===== src/rtl/ipt_pkg.sv =====
// shared constants, tables and types for the inverse park transform
`timescale 1ns / 1ps
package ipt_pkg;

	localparam int VOLT_BITS     = 16;
	localparam int ANGLE_BITS    = 16;
	localparam int CORDIC_STAGES = 16;
	localparam int XY_W          = 32;
	localparam int Z_W           = 32;
	localparam int TRIG_FRAC     = 15;
	localparam int TRIG_W        = TRIG_FRAC + 2;
	localparam int TRIG_ONE      = 2 ** TRIG_FRAC;
	localparam int PROD_W        = TRIG_W + VOLT_BITS;
	localparam int SUM_W         = PROD_W + 1;
	localparam int MIX_STAGES    = 3;
	localparam int PIPE_DEPTH    = CORDIC_STAGES + 2 + MIX_STAGES;
	localparam int S_TDATA_W     = ((2 * VOLT_BITS + ANGLE_BITS + 7) / 8) * 8;
	localparam int M_TDATA_W     = ((2 * VOLT_BITS + 7) / 8) * 8;

	localparam logic signed [XY_W-1:0] CORDIC_X0 = XY_W'(652032874);

	localparam logic signed [Z_W-1:0] ATAN_TURN [CORDIC_STAGES] = '{
		32'sd536870912, 32'sd316933406, 32'sd167458907, 32'sd85004756,
		32'sd42667331,  32'sd21354465,  32'sd10679838,  32'sd5340245,
		32'sd2670163,   32'sd1335087,   32'sd667544,    32'sd333772,
		32'sd166886,    32'sd83443,     32'sd41722,     32'sd20861
	};

	typedef struct packed {
		logic signed [TRIG_W-1:0]    cos_v;
		logic signed [TRIG_W-1:0]    sin_v;
		logic signed [VOLT_BITS-1:0] volt_q;
		logic signed [VOLT_BITS-1:0] volt_d;
	} trig_t;

	typedef struct packed {
		logic signed [VOLT_BITS-1:0] volt_beta;
		logic signed [VOLT_BITS-1:0] volt_alpha;
	} result_t;

endpackage


===== src/rtl/ipt_mix.sv =====
// multiply, sum, round and saturate stages of the inverse park transform
`timescale 1ns / 1ps
module ipt_mix
	import ipt_pkg::*;
(
	input  logic    clk,
	input  logic    arst_n,
	input  logic    en,
	input  logic    in_valid,
	input  trig_t   trig,
	output logic    out_valid,
	output result_t res
);

	localparam int RND_W = SUM_W + 1;
	localparam logic signed [RND_W-1:0] RND_HALF = RND_W'(1) << (TRIG_FRAC - 1);
	localparam logic signed [RND_W-1:0] V_MAX = RND_W'((1 << (VOLT_BITS - 1)) - 1);
	localparam logic signed [RND_W-1:0] V_MIN = ~V_MAX;

	function automatic logic signed [VOLT_BITS-1:0] round_sat(input logic signed [SUM_W-1:0] v);
		logic signed [RND_W-1:0] w;
		w = $signed({v[SUM_W-1], v}) + RND_HALF;
		w = w >>> TRIG_FRAC;
		if (w < V_MIN) begin
			w = V_MIN;
		end else if (w > V_MAX) begin
			w = V_MAX;
		end
		return VOLT_BITS'(w);
	endfunction

	logic                     v_s1;
	logic                     v_s2;
	logic                     v_s3;
	logic signed [PROD_W-1:0] p_cd_s1;
	logic signed [PROD_W-1:0] p_sq_s1;
	logic signed [PROD_W-1:0] p_sd_s1;
	logic signed [PROD_W-1:0] p_cq_s1;
	logic signed [SUM_W-1:0]  sum_a_s2;
	logic signed [SUM_W-1:0]  sum_b_s2;
	result_t                  res_s3;

	always_ff @(posedge clk or negedge arst_n) begin
		if (!arst_n) begin
			v_s1 <= 1'b0;
			v_s2 <= 1'b0;
			v_s3 <= 1'b0;
		end else if (en) begin
			v_s1 <= in_valid;
			v_s2 <= v_s1;
			v_s3 <= v_s2;
		end
	end

	always_ff @(posedge clk) begin
		if (en) begin
			p_cd_s1 <= $signed(trig.cos_v) * $signed(trig.volt_d);
			p_sq_s1 <= $signed(trig.sin_v) * $signed(trig.volt_q);
			p_sd_s1 <= $signed(trig.sin_v) * $signed(trig.volt_d);
			p_cq_s1 <= $signed(trig.cos_v) * $signed(trig.volt_q);
			sum_a_s2 <= $signed({p_cd_s1[PROD_W-1], p_cd_s1})
				- $signed({p_sq_s1[PROD_W-1], p_sq_s1});
			sum_b_s2 <= $signed({p_sd_s1[PROD_W-1], p_sd_s1})
				+ $signed({p_cq_s1[PROD_W-1], p_cq_s1});
			res_s3.volt_alpha <= round_sat(sum_a_s2);
			res_s3.volt_beta  <= round_sat(sum_b_s2);
		end
	end

	assign out_valid = v_s3;
	assign res       = res_s3;

endmodule


===== config.mk =====
export PLATFORM = sky130hd
export DESIGN_NAME = ipt_mix
export DESIGN_NICKNAME = d
export VERILOG_FILES = /design/src/rtl/ipt_pkg.sv /design/src/rtl/ipt_mix.sv
export SDC_FILE = /design/constraint.sdc
export NUM_CORES = 2
export LEC_CHECK = 0
export BUFFER_PORTS_ARGS = -buffer_cell sky130_fd_sc_hd__buf_2
export CAP_MARGIN = 0
export CORE_MARGIN = 2
export CORE_UTILIZATION = 60
export DETAILED_ROUTE_END_ITERATION = 10
export HOLD_SLACK_MARGIN = 0.06
export PLACE_DENSITY = 0.83
export SLEW_MARGIN = 0
export SYNTH_ARGS = -nofsm -noshare
export SYNTH_HDL_FRONTEND = slang
export SYNTH_SLANG_ARGS = --single-unit

===== constraint.sdc =====
create_clock -name clk -period 2.9 [get_ports clk]
set_input_delay 0.29 -clock clk [delete_from_list [all_inputs] [get_ports clk]]
set_output_delay 0.29 -clock clk [all_outputs]
set_load 0.02 [all_outputs]

# Word-level counts from Yosys, hierarchy flattened
# Index checks and enable logic that the tools add are counted.
[totals]
register_bits = 235
latchBits = 0
mem_bits_rw = 0
rom_bits = 0
input_bits = 70
output_inout_bits = 33
word_cells = 25
n_memories = 0
[op_classes]
add_sub_neg = 4
multipliers = 4
n_div = 0
magnitude_cmp = 4
n_eq_ne = 0
n_shift = 0
mux = 2
bitwise_logic = 0
reduce_logical = 0
[ops]
columns = ["op", "count"]
rows = [
  ["17-bit by 16-bit multiplier with 33-bit output", 4],
  ["34-bit by 16-bit adder with 35-bit output (second input constant)", 2],
  ["20-bit by 16-bit > comparator with 1-bit output (second input constant)", 2],
  ["20-bit by 16-bit less-than comparator with 1-bit output (second input constant)", 2],
  ["33-bit by 33-bit adder with 34-bit output", 1],
  ["33-bit by 33-bit subtractor with 34-bit output", 1],
  ["16-bit 2-to-1 mux", 2],
]

# Depth between registers and ports, before layout
[depth]
word_depth = 3
depth_mapped = 25
ltp_nobuf = 23

# Worst setup path after synthesis
# Ideal clock, no wire load.
[synth_timing]
path_type = "input to register"
startpoint = "input trig[23] in the netlist's numbering"
endpoint = "register p_sq_s1[32] (data pin)"
setup_time_ps = 269
arrival_ps = 6048
t_required_ps = 2631
slack_ps = -3418
stages = 24
path_buffers = 2
cell_sequence = "clkbuf_1 > clkbuf_1 > nand2_1 > fa_1 > inv_1 > fa_1 > inv_1 > fa_1 > inv_1 > fa_1 > fa_1 > inv_1 > fa_1 > inv_1 > ha_1 > a21o_1 > a21oi_1 > a21boi_1 > a2111oi_2 > nor3_2 > o21ai_2 > or3_1 > a2111oi_0 > nor3_1"
[synth_via]
elab_chain_cells = 1
[synth_lines]
columns = ["item", "line", "source"]
rows = [
  ["from (decl)", "ipt_mix.sv:10", "input trig_t trig,"],
  ["17-bit by 16-bit multiplier with 33-bit output", "ipt_mix.sv:58", "p_sq_s1 <= $signed(trig.sin_v) * $signed(trig.volt_q);"],
  ["to (signal assigned)", "ipt_mix.sv:58", ""],
  ["to (decl)", "ipt_mix.sv:36", "logic signed [PROD_W-1:0] p_sq_s1;"],
]
# No other way between the ends.
# A chain may end at the register's enable or synchronous reset.

# Worst setup path in the final report
[layout_timing]
startpoint = "input trig[13] in the netlist's numbering"
endpoint = "register p_cd_s1[31] (data pin)"
[layout_via]
elab_chain_cells = 1
[layout_lines]
columns = ["item", "line", "source"]
rows = [
  ["17-bit by 16-bit multiplier with 33-bit output", "ipt_mix.sv:57", "p_cd_s1 <= $signed(trig.cos_v) * $signed(trig.volt_d);"],
  ["to (signal assigned)", "ipt_mix.sv:57", ""],
  ["to (decl)", "ipt_mix.sv:35", "logic signed [PROD_W-1:0] p_cd_s1;"],
]
# No other way between the ends.

==> flow_summary_export.csv <==
group,metric,value,unit
synthesis,yosysTopAreaCellShare,43.6,%
critical_path,crit_path_frequent_cell,"fa_1",
critical_path,arrival,6.57,ns
critical_path,critPathLaunchType,"input pin",
synthesis,synth.net_count,6843,
timing,fin_ws,-3.32,ns
status,status,"finished with violations",
flow_run,max-cap-violations,0,
timing,fin_crit,6.22,ns
timing,fin_skew,0.0703,ns
critical_path,worst_setup_path_end_kind,"register",
synthesis,async_flop_share,1.45,%
synthesis,synthTopCellsByArea,"fa_1, edfxtp_1, ha_1, inv_1, and2_1",
synthesis,synth_edf_count,204,
synthesis,synth_top_flop_cell,"edfxtp_1",
clock_network,cts-root-buf,"clkbuf_16",
clock_network,clk_path_buf_depth,3,
global_route,grt_overflow_total,0,
timing,fmax,161,MHz
critical_path,rr_worst_depth,11,
final_layout,layout.nets,7631,
clock_network,insertion_delay,0.64,ns
global_route,grt_pass1_vias,45800,
place,dp_hpwl,110,mm
clock_network,cts_sinks,207,
route,avgViaCountPerCell,6.24,
critical_path,cp_max_fo,4,
timing,rsz0062_at_grt,"yes",
final_layout,final_cell_mix,"inv_1, fa_1, buf_4",
clock_network,cts_made_buffers,26,
synthesis,yosysSeqAreaShare,12.2,%
min_path,hold_class,"input pin to register",
die,rows,106,
timing,finalSetupViolCount,133,
status,violations,"negative setup slack",
synthesis,synth_top_family_by_area,"adder cells",
route,ant_nets,0,
synthesis,synth_seq_cells,207,
die,initial_core_util,60.6,%
min_path,whs_endpoint,"p_cd_s1[5]",
synthesis,synthMuxAreaShare,0.151,%
synthesis,post_synth_fa_ha_maj_area_fraction,53.5,%
critical_path,slowest_stage,"fa_1",
min_path,hold_depth,1,
timing,slew_headroom,39.6,%
route,wl,191,mm
critical_path,r2r-end,"sum_a_s2[33]",
synthesis,yosysWarnings,0,
place,placed_cell_area,59000,sq um
synthesis,yosys.area_share.xor_xnor,3.46,%
die,fp.dieH,295,microns
final_layout,drive_gt1_share,27.7,%
final_layout,multi_input_comb_area,42500,sq um
critical_path,crit_chain,"buf_2 -> buf_4 -> buf_4 -> nand2_1 -> fa_1 -> inv_1 -> fa_1 -> fa_1 -> fa_2 -> fa_1 -> inv_1 -> fa_1 -> inv_1 -> ha_4 -> a21o_1 -> a21o_1 -> a31o_2 -> o2bb2ai_2 -> a41o_1 -> a311o_1 -> o41ai_4 -> o311ai_1",
global_route,track_usage,35.9,%
synthesis,avgSynthCellArea,9.62,sq um
critical_path,timing.rr.start,"p_cd_s1[14]",
route,vias,45000,
route,drc,0,
clock_network,cts_htree_levels,1,
timing,maxSlewViolCount,0,
final_layout,design_area,64800,sq um
synthesis,syn_area,50700,sq um
die,dieWidth,295,microns
timing,period_share,215,%
synthesis,ys_types,76,
final_layout,final_common_cell,"inv_1",
final_layout,area_growth,27.9,%
route,wl_per_cell,26.4,microns
clock_network,clk_pin_slew_worst_paths,0.06,ns
final_layout,num-fill-cells,4174,
place,port_buffers,102,
global_route,grt_pass1_wl,240,mm
route,drt_iter0_markers,5844,
critical_path,critPathKind,"input pin to register",
place,gp_congestion,0.941,
die,io_pins,103,
synthesis,netlist_instances,5267,
route,drtPass1Iterations,10,
final_layout,regArea,6200,sq um
synthesis,synthSimpleGateAreaFrac,14.0,%
synthesis,synth_area_leader_cell,"fa_1",
timing,worst_pin_slew,0.906,ns
min_path,worst_hold_startpoint,"en",
global_route,antenna_found_initial,23,
critical_path,critical_path.max_stage_delay,0.62,ns
clock_network,cts_tree,"yes",
die,coreArea,83700,sq um
critical_path,regToRegSetupSlack,-0.28,ns
die,die-area,86800,sq um
critical_path,required,3.25,ns
synthesis,synth_compound_area_share,5.68,%
global_route,grt_max_degree,67,
timing,hold_viol,0,
how the worst max path moves through the flow:
| stage | depth (start not counted) | to | slack [ns] | from |
|---|---|---|---|---|
| after floorplan | 22 | p_sq_s1[32] | -2.94 | trig[23] |
| after global placement | 19 | p_cd_s1[31] | -3.40 | trig[61] |
| after detailed placement | 23 | p_cq_s1[32] | -3.63 | trig[20] |
| after CTS | 22 | p_cq_s1[32] | -2.69 | trig[19] |
| after global routing | 23 | p_cd_s1[31] | -3.33 | trig[13] |
| final | 22 | p_cd_s1[31] | -3.32 | trig[13] |
Yosys cell counts (all sizes together), types with 5 or more instances:
cell type,instances
ha,402
a31oi,9
o21ai,80
inv,1266
a211o,5
mux2,5
and2,529
a211oi,18
nor2,156
nand2,566
o21a,30
a21boi,6
nand4,16
a2111oi,7
o31ai,10
a21o,61
fa,1104
nand3,40
xor2,56
a21oi,147
edfxtp,204
or3,10
nor3,28
or2,10
nand2b,24
o211ai,15
clkbuf,204
o21bai,16
and3,16
nor2b,14
xnor2,144
registers in the layout (all words and copies together) (netlist names):
signal and flops:
v_s2 1, p_cq_s1 33, out_valid 1, p_cd_s1 33, sum_a_s2 20, v_s1 1
p_sq_s1 33, sum_b_s2 20, res 32, p_sd_s1 33
kinds of logic (layout without fill, tap and decap cells):
kind of cell,Yosys count,after routing
buffers and inverters,1476,2281
AND/OR/NAND/NOR,1430,1430
XOR/XNOR,200,200
other,0,15
multiplexers,7,7
adder cells (fa/ha/maj),1506,1506
flip-flops,207,207
AO/OA/AOI/OAI,441,441
routing by layer:
metal | routed length [microns] | GRT usage (%) | share of wire, % | up-vias
li1 | - | - | - | 17400
met1 | 56900 | 42.8 | 30 | 21800
met2 | 82300 | 57.7 | 43 | 4076
met3 | 29200 | 8.39 | 15 | 1791
met4 | 22000 | 25.4 | 12 | 24
met5 | 365 | 0.227 | 0.19 | -
critical path: cells and delay by family:
kind                       cells  cell delay, ns
and+or+nand+nor                1            0.40
buffers and inverters          6            0.61
AOI/OAI and AO/OA              8            2.06
adders and majority gates      7            3.18
area by class of cell:
| cell class | instances | share of cell area, % |
|---|---|---|
| diodes | 15 | 0.0579 |
| clock buffers | 32 | 1.07 |
| clock inverters | 13 | 0.237 |
| inverters | 1268 | 7.36 |
| multi-input cells | 3584 | 65.6 |
| flip-flops and latches | 207 | 9.57 |
| well taps | 1134 | 2.19 |
| repair buffers | 968 | 14.0 |
what timing repair did:
item / in CTS / in global routing
hold buffers: 3 / 0
pin swaps: 201 / 287
setup buffers: 100 / 85
gates cloned: 7 / 6
resized for setup: 381 / 450
endpoints found under the hold margin: 4 / 0
endpoints found under the setup margin: 127 / 136
stage by stage:
step | worst slack (ns) | instances | hold slack (ns) | setup TNS, ns | utilization (%)
after global routing | -3.33 | 7210 | 0.330 | -260.84 | 77.4
final | -3.32 | 7221 | 0.349 | -257.37 | 77.5
after detailed placement | -3.63 | 7003 | 0.0895 | -305.51 | 70.5
after CTS | -2.69 | 7149 | 0.293 | -217.54 | 74.4
after floorplan | -2.94 | 5267 | -0.00559 | -214.07 | -
after global placement | -3.40 | 7003 | 0.0859 | -292.25 | 70.5
Power is not shown: default switching activity piles up to over one toggle a cycle in this logic, so the estimate is an artifact.
