[src/rtl/ipt_pkg.sv]
// shared constants, tables and types for the inverse park transform
`timescale 1ns / 1ps
package ipt_pkg;

	localparam int VOLT_BITS     = 16;
	localparam int ANGLE_BITS    = 16;
	localparam int CORDIC_STAGES = 16;
	localparam int XY_W          = 32;
	localparam int Z_W           = 32;
	localparam int TRIG_FRAC     = 15;
	localparam int TRIG_W        = TRIG_FRAC + 2;
	localparam int TRIG_ONE      = 2 ** TRIG_FRAC;
	localparam int PROD_W        = TRIG_W + VOLT_BITS;
	localparam int SUM_W         = PROD_W + 1;
	localparam int MIX_STAGES    = 3;
	localparam int PIPE_DEPTH    = CORDIC_STAGES + 2 + MIX_STAGES;
	localparam int S_TDATA_W     = ((2 * VOLT_BITS + ANGLE_BITS + 7) / 8) * 8;
	localparam int M_TDATA_W     = ((2 * VOLT_BITS + 7) / 8) * 8;

	localparam logic signed [XY_W-1:0] CORDIC_X0 = XY_W'(652032874);

	localparam logic signed [Z_W-1:0] ATAN_TURN [CORDIC_STAGES] = '{
		32'sd536870912, 32'sd316933406, 32'sd167458907, 32'sd85004756,
		32'sd42667331,  32'sd21354465,  32'sd10679838,  32'sd5340245,
		32'sd2670163,   32'sd1335087,   32'sd667544,    32'sd333772,
		32'sd166886,    32'sd83443,     32'sd41722,     32'sd20861
	};

	typedef struct packed {
		logic signed [TRIG_W-1:0]    cos_v;
		logic signed [TRIG_W-1:0]    sin_v;
		logic signed [VOLT_BITS-1:0] volt_q;
		logic signed [VOLT_BITS-1:0] volt_d;
	} trig_t;

	typedef struct packed {
		logic signed [VOLT_BITS-1:0] volt_beta;
		logic signed [VOLT_BITS-1:0] volt_alpha;
	} result_t;

endpackage

[src/rtl/ipt_cordic.sv]
// pipelined cordic rotator producing sine and cosine of the electrical angle
`timescale 1ns / 1ps
module ipt_cordic
	import ipt_pkg::*;
(
	input  logic                        clk,
	input  logic                        arst_n,
	input  logic                        en,
	input  logic                        in_valid,
	input  logic signed [VOLT_BITS-1:0] volt_q,
	input  logic signed [VOLT_BITS-1:0] volt_d,
	input  logic [ANGLE_BITS-1:0]       elec_angle,
	output logic                        out_valid,
	output trig_t                       trig
);

	localparam logic [1:0] QUAD_0 = 2'd0;
	localparam logic [1:0] QUAD_1 = 2'd1;
	localparam logic [1:0] QUAD_2 = 2'd2;
	localparam logic [Z_W-1:0] QUAD_HALF = Z_W'(1) << (Z_W - 3);
	localparam logic signed [XY_W:0] TRIG_HALF = (XY_W + 1)'(1) << (TRIG_FRAC - 1);
	localparam logic signed [XY_W:0] T_MAX = (XY_W + 1)'(TRIG_ONE);
	localparam logic signed [XY_W:0] T_MIN = -T_MAX;

	function automatic logic signed [TRIG_W-1:0] clamp_trig(input logic signed [XY_W-1:0] v);
		logic signed [XY_W:0] w;
		w = $signed({v[XY_W-1], v}) + TRIG_HALF;
		w = w >>> TRIG_FRAC;
		if (w < T_MIN) begin
			w = T_MIN;
		end else if (w > T_MAX) begin
			w = T_MAX;
		end
		return TRIG_W'(w);
	endfunction

	logic [CORDIC_STAGES:0]      v_s;
	logic signed [XY_W-1:0]      x_s  [CORDIC_STAGES+1];
	logic signed [XY_W-1:0]      y_s  [CORDIC_STAGES+1];
	logic signed [Z_W-1:0]       z_s  [CORDIC_STAGES+1];
	logic [1:0]                  quad_s [CORDIC_STAGES+1];
	logic signed [VOLT_BITS-1:0] vq_s [CORDIC_STAGES+1];
	logic signed [VOLT_BITS-1:0] vd_s [CORDIC_STAGES+1];

	logic signed [XY_W-1:0] x_nx [CORDIC_STAGES];
	logic signed [XY_W-1:0] y_nx [CORDIC_STAGES];
	logic signed [Z_W-1:0]  z_nx [CORDIC_STAGES];

	logic [Z_W-1:0]           ang_full;
	logic [Z_W-1:0]           ang_bias;
	logic [Z_W-1:0]           resid;
	logic [1:0]               quad_in;
	logic signed [TRIG_W-1:0] cos_r;
	logic signed [TRIG_W-1:0] sin_r;
	trig_t                    trig_nx;
	logic                     tv_s;
	trig_t                    trig_s;

	always_comb begin
		ang_full = Z_W'(elec_angle) << (Z_W - ANGLE_BITS);
		ang_bias = ang_full + QUAD_HALF;
		quad_in  = ang_bias[Z_W-1 -: 2];
		resid    = ang_full - {quad_in, {(Z_W - 2){1'b0}}};
	end

	always_comb begin
		for (int k = 0; k < CORDIC_STAGES; k++) begin
			if (!z_s[k][Z_W-1]) begin
				x_nx[k] = x_s[k] - (y_s[k] >>> k);
				y_nx[k] = y_s[k] + (x_s[k] >>> k);
				z_nx[k] = z_s[k] - ATAN_TURN[k];
			end else begin
				x_nx[k] = x_s[k] + (y_s[k] >>> k);
				y_nx[k] = y_s[k] - (x_s[k] >>> k);
				z_nx[k] = z_s[k] + ATAN_TURN[k];
			end
		end
	end

	always_comb begin
		cos_r = clamp_trig(x_s[CORDIC_STAGES]);
		sin_r = clamp_trig(y_s[CORDIC_STAGES]);
		trig_nx.volt_q = vq_s[CORDIC_STAGES];
		trig_nx.volt_d = vd_s[CORDIC_STAGES];
		case (quad_s[CORDIC_STAGES])
			QUAD_0: begin
				trig_nx.cos_v = cos_r;
				trig_nx.sin_v = sin_r;
			end
			QUAD_1: begin
				trig_nx.cos_v = -sin_r;
				trig_nx.sin_v = cos_r;
			end
			QUAD_2: begin
				trig_nx.cos_v = -cos_r;
				trig_nx.sin_v = -sin_r;
			end
			default: begin
				trig_nx.cos_v = sin_r;
				trig_nx.sin_v = -cos_r;
			end
		endcase
	end

	always_ff @(posedge clk or negedge arst_n) begin
		if (!arst_n) begin
			v_s  <= '0;
			tv_s <= 1'b0;
		end else if (en) begin
			v_s  <= {v_s[CORDIC_STAGES-1:0], in_valid};
			tv_s <= v_s[CORDIC_STAGES];
		end
	end

	always_ff @(posedge clk) begin
		if (en) begin
			x_s[0]    <= CORDIC_X0;
			y_s[0]    <= '0;
			z_s[0]    <= $signed(resid);
			quad_s[0] <= quad_in;
			vq_s[0]   <= volt_q;
			vd_s[0]   <= volt_d;
			for (int k = 0; k < CORDIC_STAGES; k++) begin
				x_s[k+1]    <= x_nx[k];
				y_s[k+1]    <= y_nx[k];
				z_s[k+1]    <= z_nx[k];
				quad_s[k+1] <= quad_s[k];
				vq_s[k+1]   <= vq_s[k];
				vd_s[k+1]   <= vd_s[k];
			end
			trig_s <= trig_nx;
		end
	end

	assign out_valid = tv_s;
	assign trig      = trig_s;

endmodule

[config.mk]
export PLATFORM = sky130hd
export DESIGN_NAME = ipt_cordic
export DESIGN_NICKNAME = d
export VERILOG_FILES = /design/src/rtl/ipt_pkg.sv /design/src/rtl/ipt_cordic.sv
export SDC_FILE = /design/constraint.sdc
export NUM_CORES = 2
export LEC_CHECK = 0
export BUFFER_PORTS_ARGS = -buffer_cell sky130_fd_sc_hd__clkbuf_2
export CAP_MARGIN = 25
export CORE_MARGIN = 2
export CORE_UTILIZATION = 38
export DETAILED_ROUTE_END_ITERATION = 7
export RECOVER_POWER = 50
export SYNTH_ARGS = -nofsm -noshare
export SYNTH_HDL_FRONTEND = slang
export SYNTH_SLANG_ARGS = --single-unit
[constraint.sdc]
create_clock -name clk -period 4.5 [get_ports clk]
set_input_delay 0.225 -clock clk [delete_from_list [all_inputs] [get_ports clk]]
set_output_delay 0.225 -clock clk [all_outputs]
set_load 0.02 [all_outputs]
======== After elaboration in Yosys (flattened, before gate mapping) ========
Memory sizes are Yosys's and may differ from the RTL's. A register that Yosys moved wholly into a read port is not among the register bits.
Index checks and enable logic that the tools add are counted.
cells by class
  magnitude comparators ................... 4
  reduce and logical (&&, ||, !) cells .... 1
  equality and inequality tests ........... 2
  multiply operators ...................... 0
  bitwise gates (word level) .............. 0
  divide/modulo/power cells ............... 0
  mux-type cells .......................... 55
  shifts and indexed selects .............. 0
  add/subtract/negate cells ............... 101
operators with widths
  cell                                            number
  2-to-1 mux 32 bit                               48
  case mux 34 bit (3 select lines)                1
  subtractor 32 bit                               3
  2-to-1 mux 17 bit                               4
  adder 32 x 16 -> 33 bit, second input constant  2
  adder 32 x 17 -> 32 bit                         2
  adder 32 x 18 -> 32 bit                         2
  adder 32 x 19 -> 32 bit                         2
  adder 32 x 20 -> 32 bit                         2
  adder 32 x 21 -> 32 bit                         2
  adder 32 x 22 -> 32 bit                         2
  adder 32 x 23 -> 32 bit                         2
  adder 32 x 24 -> 32 bit                         2
  adder 32 x 25 -> 32 bit                         2
  adder 32 x 26 -> 32 bit                         2
  adder 32 x 27 -> 32 bit                         2
  adder 32 x 28 -> 32 bit                         2
  adder 32 x 29 -> 32 bit                         2
  adder 32 x 30 -> 32 bit                         2
  adder 32 x 30 -> 32 bit, second input constant  2
  adder 32 x 31 -> 32 bit                         2
  subtractor 32 x 17 -> 32 bit                    2
  subtractor 32 x 18 -> 32 bit                    2
  subtractor 32 x 19 -> 32 bit                    2
  51 further kinds                                67
word-level totals
  bits in latches ......................... 0
  memories kept ........................... 6
  word-level logic and storage cells ...... 173
  ROM bits ................................ 0
  register bits after elaboration ......... 52
  RAM bits ................................ 2210
memories
  name    depth  width  read ports  clocked after memory_dff  write ports  RTL line          source
  x_s     17     32     17          0                         17           ipt_cordic.sv:38  logic signed [XY_W-1:0] x_s [CORDIC_STAGES+1];
  y_s     17     32     17          0                         17           ipt_cordic.sv:39  logic signed [XY_W-1:0] y_s [CORDIC_STAGES+1];
  z_s     17     32     16          0                         17           ipt_cordic.sv:40  logic signed [Z_W-1:0] z_s [CORDIC_STAGES+1];
  vd_s    17     16     17          1                         17           ipt_cordic.sv:43  logic signed [VOLT_BITS-1:0] vd_s [CORDIC_STAGES+1];
  vq_s    17     16     17          1                         17           ipt_cordic.sv:42  logic signed [VOLT_BITS-1:0] vq_s [CORDIC_STAGES+1];
  quad_s  17     2      17          0                         17           ipt_cordic.sv:41  logic [1:0] quad_s [CORDIC_STAGES+1];

======== Logic depth before layout (Yosys ltp) ========
An unclocked memory read counts as a cell.
  word-level depth ........................ 7
  depth in mapped cells ................... 22
  depth with buffers taken out ............ 22

======== Least setup slack after synthesis ========
No wires, ideal clock.
  path kind ............................... flip-flop to flip-flop
  start ................................... memory y_s[4][9], in the netlist y_s[0][137]
  end ..................................... memory x_s[5][30], in the netlist x_s[0][190] (data pin)
  arrival time ............................ 4.525 ns
  period minus slack after synthesis ...... 4.783 ns
  stages on the path, launching flop included .. 18
  path slack .............................. -0.283 ns
  setup time .............................. 0.258 ns
  buffers on the path ..................... 0
  data required time ...................... 4.242 ns
  cells stage by stage .................... edfxtp_1 -> or4_1 -> nor3_1 -> inv_1 -> or3_1 -> or4_1 -> nor3_1 -> a21oi_1 -> xor2_1 -> ha_1 -> o21a_1 -> o21a_1 -> a31o_2 -> a41o_1 -> o41ai_1 -> o21bai_1 -> a21oi_1 -> xnor2_1
RTL lines
  element      RTL line
  from (decl)  ipt_cordic.sv:39
  to (decl)    ipt_cordic.sv:38

==> results.cfg <==
[logic_synthesis]
synth_nets = 13930
synth_area_sq_um = 133400
synthAdderAreaFrac = 0.1280
yosys_register_bits = 1993
synth_warnings = 0
synth.distinct_cells = 106
async_reset_ff_frac = 0.009032
synth_xor_area_frac = 0.1123
synth_cells = 12530
synth_seq_area_share = 0.4481
yosys.area_share.simple = 0.1156
synthMuxAreaShare = 0.01079
synth_top_family_by_area = compound AO/OA/AOI/OAI gates
synth_ff_type = edfxtp_1
synth-compound-area-share = 0.1655
synth_enable_flop_cells = 1975
synth.avg_cell_area_sq_um = 10.64

[setup_path]
crit_required_ns = 5.18
worstReg2RegStart = y_s[0][137]
timing.rr.end = x_s[0][190]
cp-endpoint = x_s[0][190]
startpoint = y_s[0][137]
path_class = reg2reg
end_kind = flop
cp-start-kind = flop
r2r_cells = 19
critPathArrivalTime_ns = 5.35
regToRegSetupSlack_ns = -0.17
critPathMaxFanout = 3

[run]
maxCapViolCount = 3

[cells_and_area]
nFillCells = 32590
drive_gt1_frac = 0.1584
mostFrequentLayoutCell = edfxtp_1
layout_common_cells = edfxtp_1 (1975), ha_1 (1285), a21oi_1 (1234)
multi_input_area_sq_um = 73490
regArea_sq_um = 59760
final_area_sq_um = 159300
instances_no_fill = 18800
fin_nets = 15400
area_growth_pct = 19.45

[drt]
finalWirelength_mm = 308.4
route.detailed.drc = 0
via_per_inst = 5.160
dr_total_vias = 96980
ant_nets = 0
avgRoutedWirePerCell_microns = 16.41
drtPass1Iterations = 5
drtIter0Drc = 5653

[placement]
dpl_cell_area_sq_um = 147600
dpl.hpwl_mm = 236.6
place_congestion = 0.9145
io_buffers = 118
dp.cells = 18170

[outcome]
status = complete, but fails checks
violations = capacitance limit, slew limit, setup timing

[timing]
slew_headroom = -1.129
final-setup-viol-count = 9
fin_hold_ws_ns = 0.1415
fin_crit_sh = 1.037
timing.final.crit_period_ns = 4.666
rsz0062_at_grt = yes
worst_slew_pin_slew_ns = 3.194
finalMaxSlewViolations = 175
skew_ns = 0.07226
setup_ws_ns = -0.1663
hold_viol_final = 0
fmax_mhz = 214.3

[floorplanning]
start_util = 0.3816
rows = 217
core_region_area_sq_um = 349400
die_w_microns = 596.4
die-area_sq_um = 355700
io-pin-count = 119
dieHeight_microns = 596.4

[clocking]
clkSlewWorstSetupHoldPaths_ns = 0.06
h-tree-depth = 4
cts_sinks = 1993
cts.path.max_buffers = 4
clock_latency_ns = 0.94
clock_tree.root_cell = clkbuf_16
cts_buffers = 229
cts_tree = built

[global_route]
grt_pass1_wl_mm = 493.7
grt_util_all_layers = 0.1684
grt.overflow.total = 0
grt_pass1_vias = 94170
antenna_found_initial = 2
grt_max_degree = 156

[min_path]
hold_class = in2reg
[cell type report]
| cell class | count | area share |
|---|---|---|
| antenna | 2 | 0.00003142 |
| clock buffer | 269 | 0.03705 |
| clock inverter | 153 | 0.01042 |
| inverter | 516 | 0.01221 |
| multi-input combinational | 9848 | 0.4614 |
| sequential | 1993 | 0.3751 |
| tap | 4599 | 0.03612 |
| timing repair buffer | 1415 | 0.06764 |
[metal layers]
| metal | routed length, microns | global-route usage | part of all wire | vias to the layer above |
|---|---|---|---|---|
| li1 | - | - | - | 49660 |
| met1 | 140000 | 0.2178 | 0.45 | 45460 |
| met2 | 149000 | 0.2953 | 0.48 | 1389 |
| met3 | 9679 | 0.01826 | 0.031 | 467 |
| met4 | 9774 | 0.05005 | 0.032 | 0 |
| met5 | 0 | 0 | 0 | - |
[critical path, stage by stage (launching register included)]
cell	delay, ns
edfxtp_1	0.39
or4_4	0.57
nor3_4	0.19
inv_2	0.07
or3_4	0.38
or4_4	0.48
nor2_4	0.13
a21oi_2	0.08
xor2_1	0.15
ha_1	0.31
nor2b_1	0.14
o21ai_1	0.12
nand2b_1	0.11
o21a_1	0.18
o21a_1	0.20
a41o_1	0.27
o41ai_2	0.26
o21bai_1	0.16
a21oi_2	0.16
xnor2_1	0.08
[through the flow]
stage / setup TNS [ns] / utilization / worst slack (ns)
after floorplan: -0.05556 / - / -0.05556
after global placement: -5.099 / 0.4224 / -0.5206
after detailed placement: -5.632 / 0.4224 / -0.4730
after CTS: -0.5895 / 0.4488 / -0.1780
after global routing: -28.05 / 0.4558 / -0.3471
final: -0.6861 / 0.4559 / -0.1663
[sequential cells by signal (all words and copies together) (netlist names), 17 cells and up]
| name | cells |
|---|---|
| y_s | 467 |
| x_s | 442 |
| z_s | 422 |
| vd_s | 272 |
| vq_s | 272 |
| trig | 66 |
| quad_s | 34 |
| v_s | 17 |
[Yosys cell counts, types with 177 or more instances]
cell type / n / share of area
ha_1: 1300 / 0.12
nor3_1: 345 / 0.013
inv_1: 514 / 0.014
nor2_1: 1127 / 0.032
xor2_1: 591 / 0.039
o21ai_0: 496 / 0.019
edfxtp_1: 1975 / 0.44
nand2b_1: 177 / 0.0083
a21oi_1: 1317 / 0.049
xnor2_1: 1119 / 0.073
o21a_1: 222 / 0.012
nand2_1: 540 / 0.015
nand3_1: 184 / 0.0069
a21o_1: 512 / 0.029
[kinds of logic (layout without fill, tap and decap cells)]
logic type | count (synthesis) | count (layout)
AOI/OAI and AO/OA | 3485 | 3485
xor gates and xnor gates | 1710 | 1710
adders and majority gates | 1340 | 1340
buffers and inverters | 693 | 2353
DFF | 1993 | 1993
muxes | 133 | 133
other | 0 | 2
and+or+nand+nor | 3180 | 3180
[worst min path at each step]
stage               cells after the start         end  slack, ns            from
floorplan                               0   out_valid      -0.07          arst_n
global placement                        1     v_s[16]       0.19          arst_n
detailed placement                      1   out_valid       0.20          arst_n
CTS                                     2  z_s[0][29]       0.02  elec_angle[13]
global route                            2  z_s[0][29]       0.11  elec_angle[13]
finish                                  2  z_s[0][16]       0.14   elec_angle[0]
[what timing repair did]
item,4_1_cts,5_1_grt
cloned,0,0
setup endpoints to repair,44,163
buffers inserted,29,85
pin swaps,50,257
hold buffers,97,0
endpoints found under the hold margin,155,0
resized for setup,115,449
Power is not shown: default switching activity piles up to over one toggle a cycle in this logic, so the estimate is an artifact.
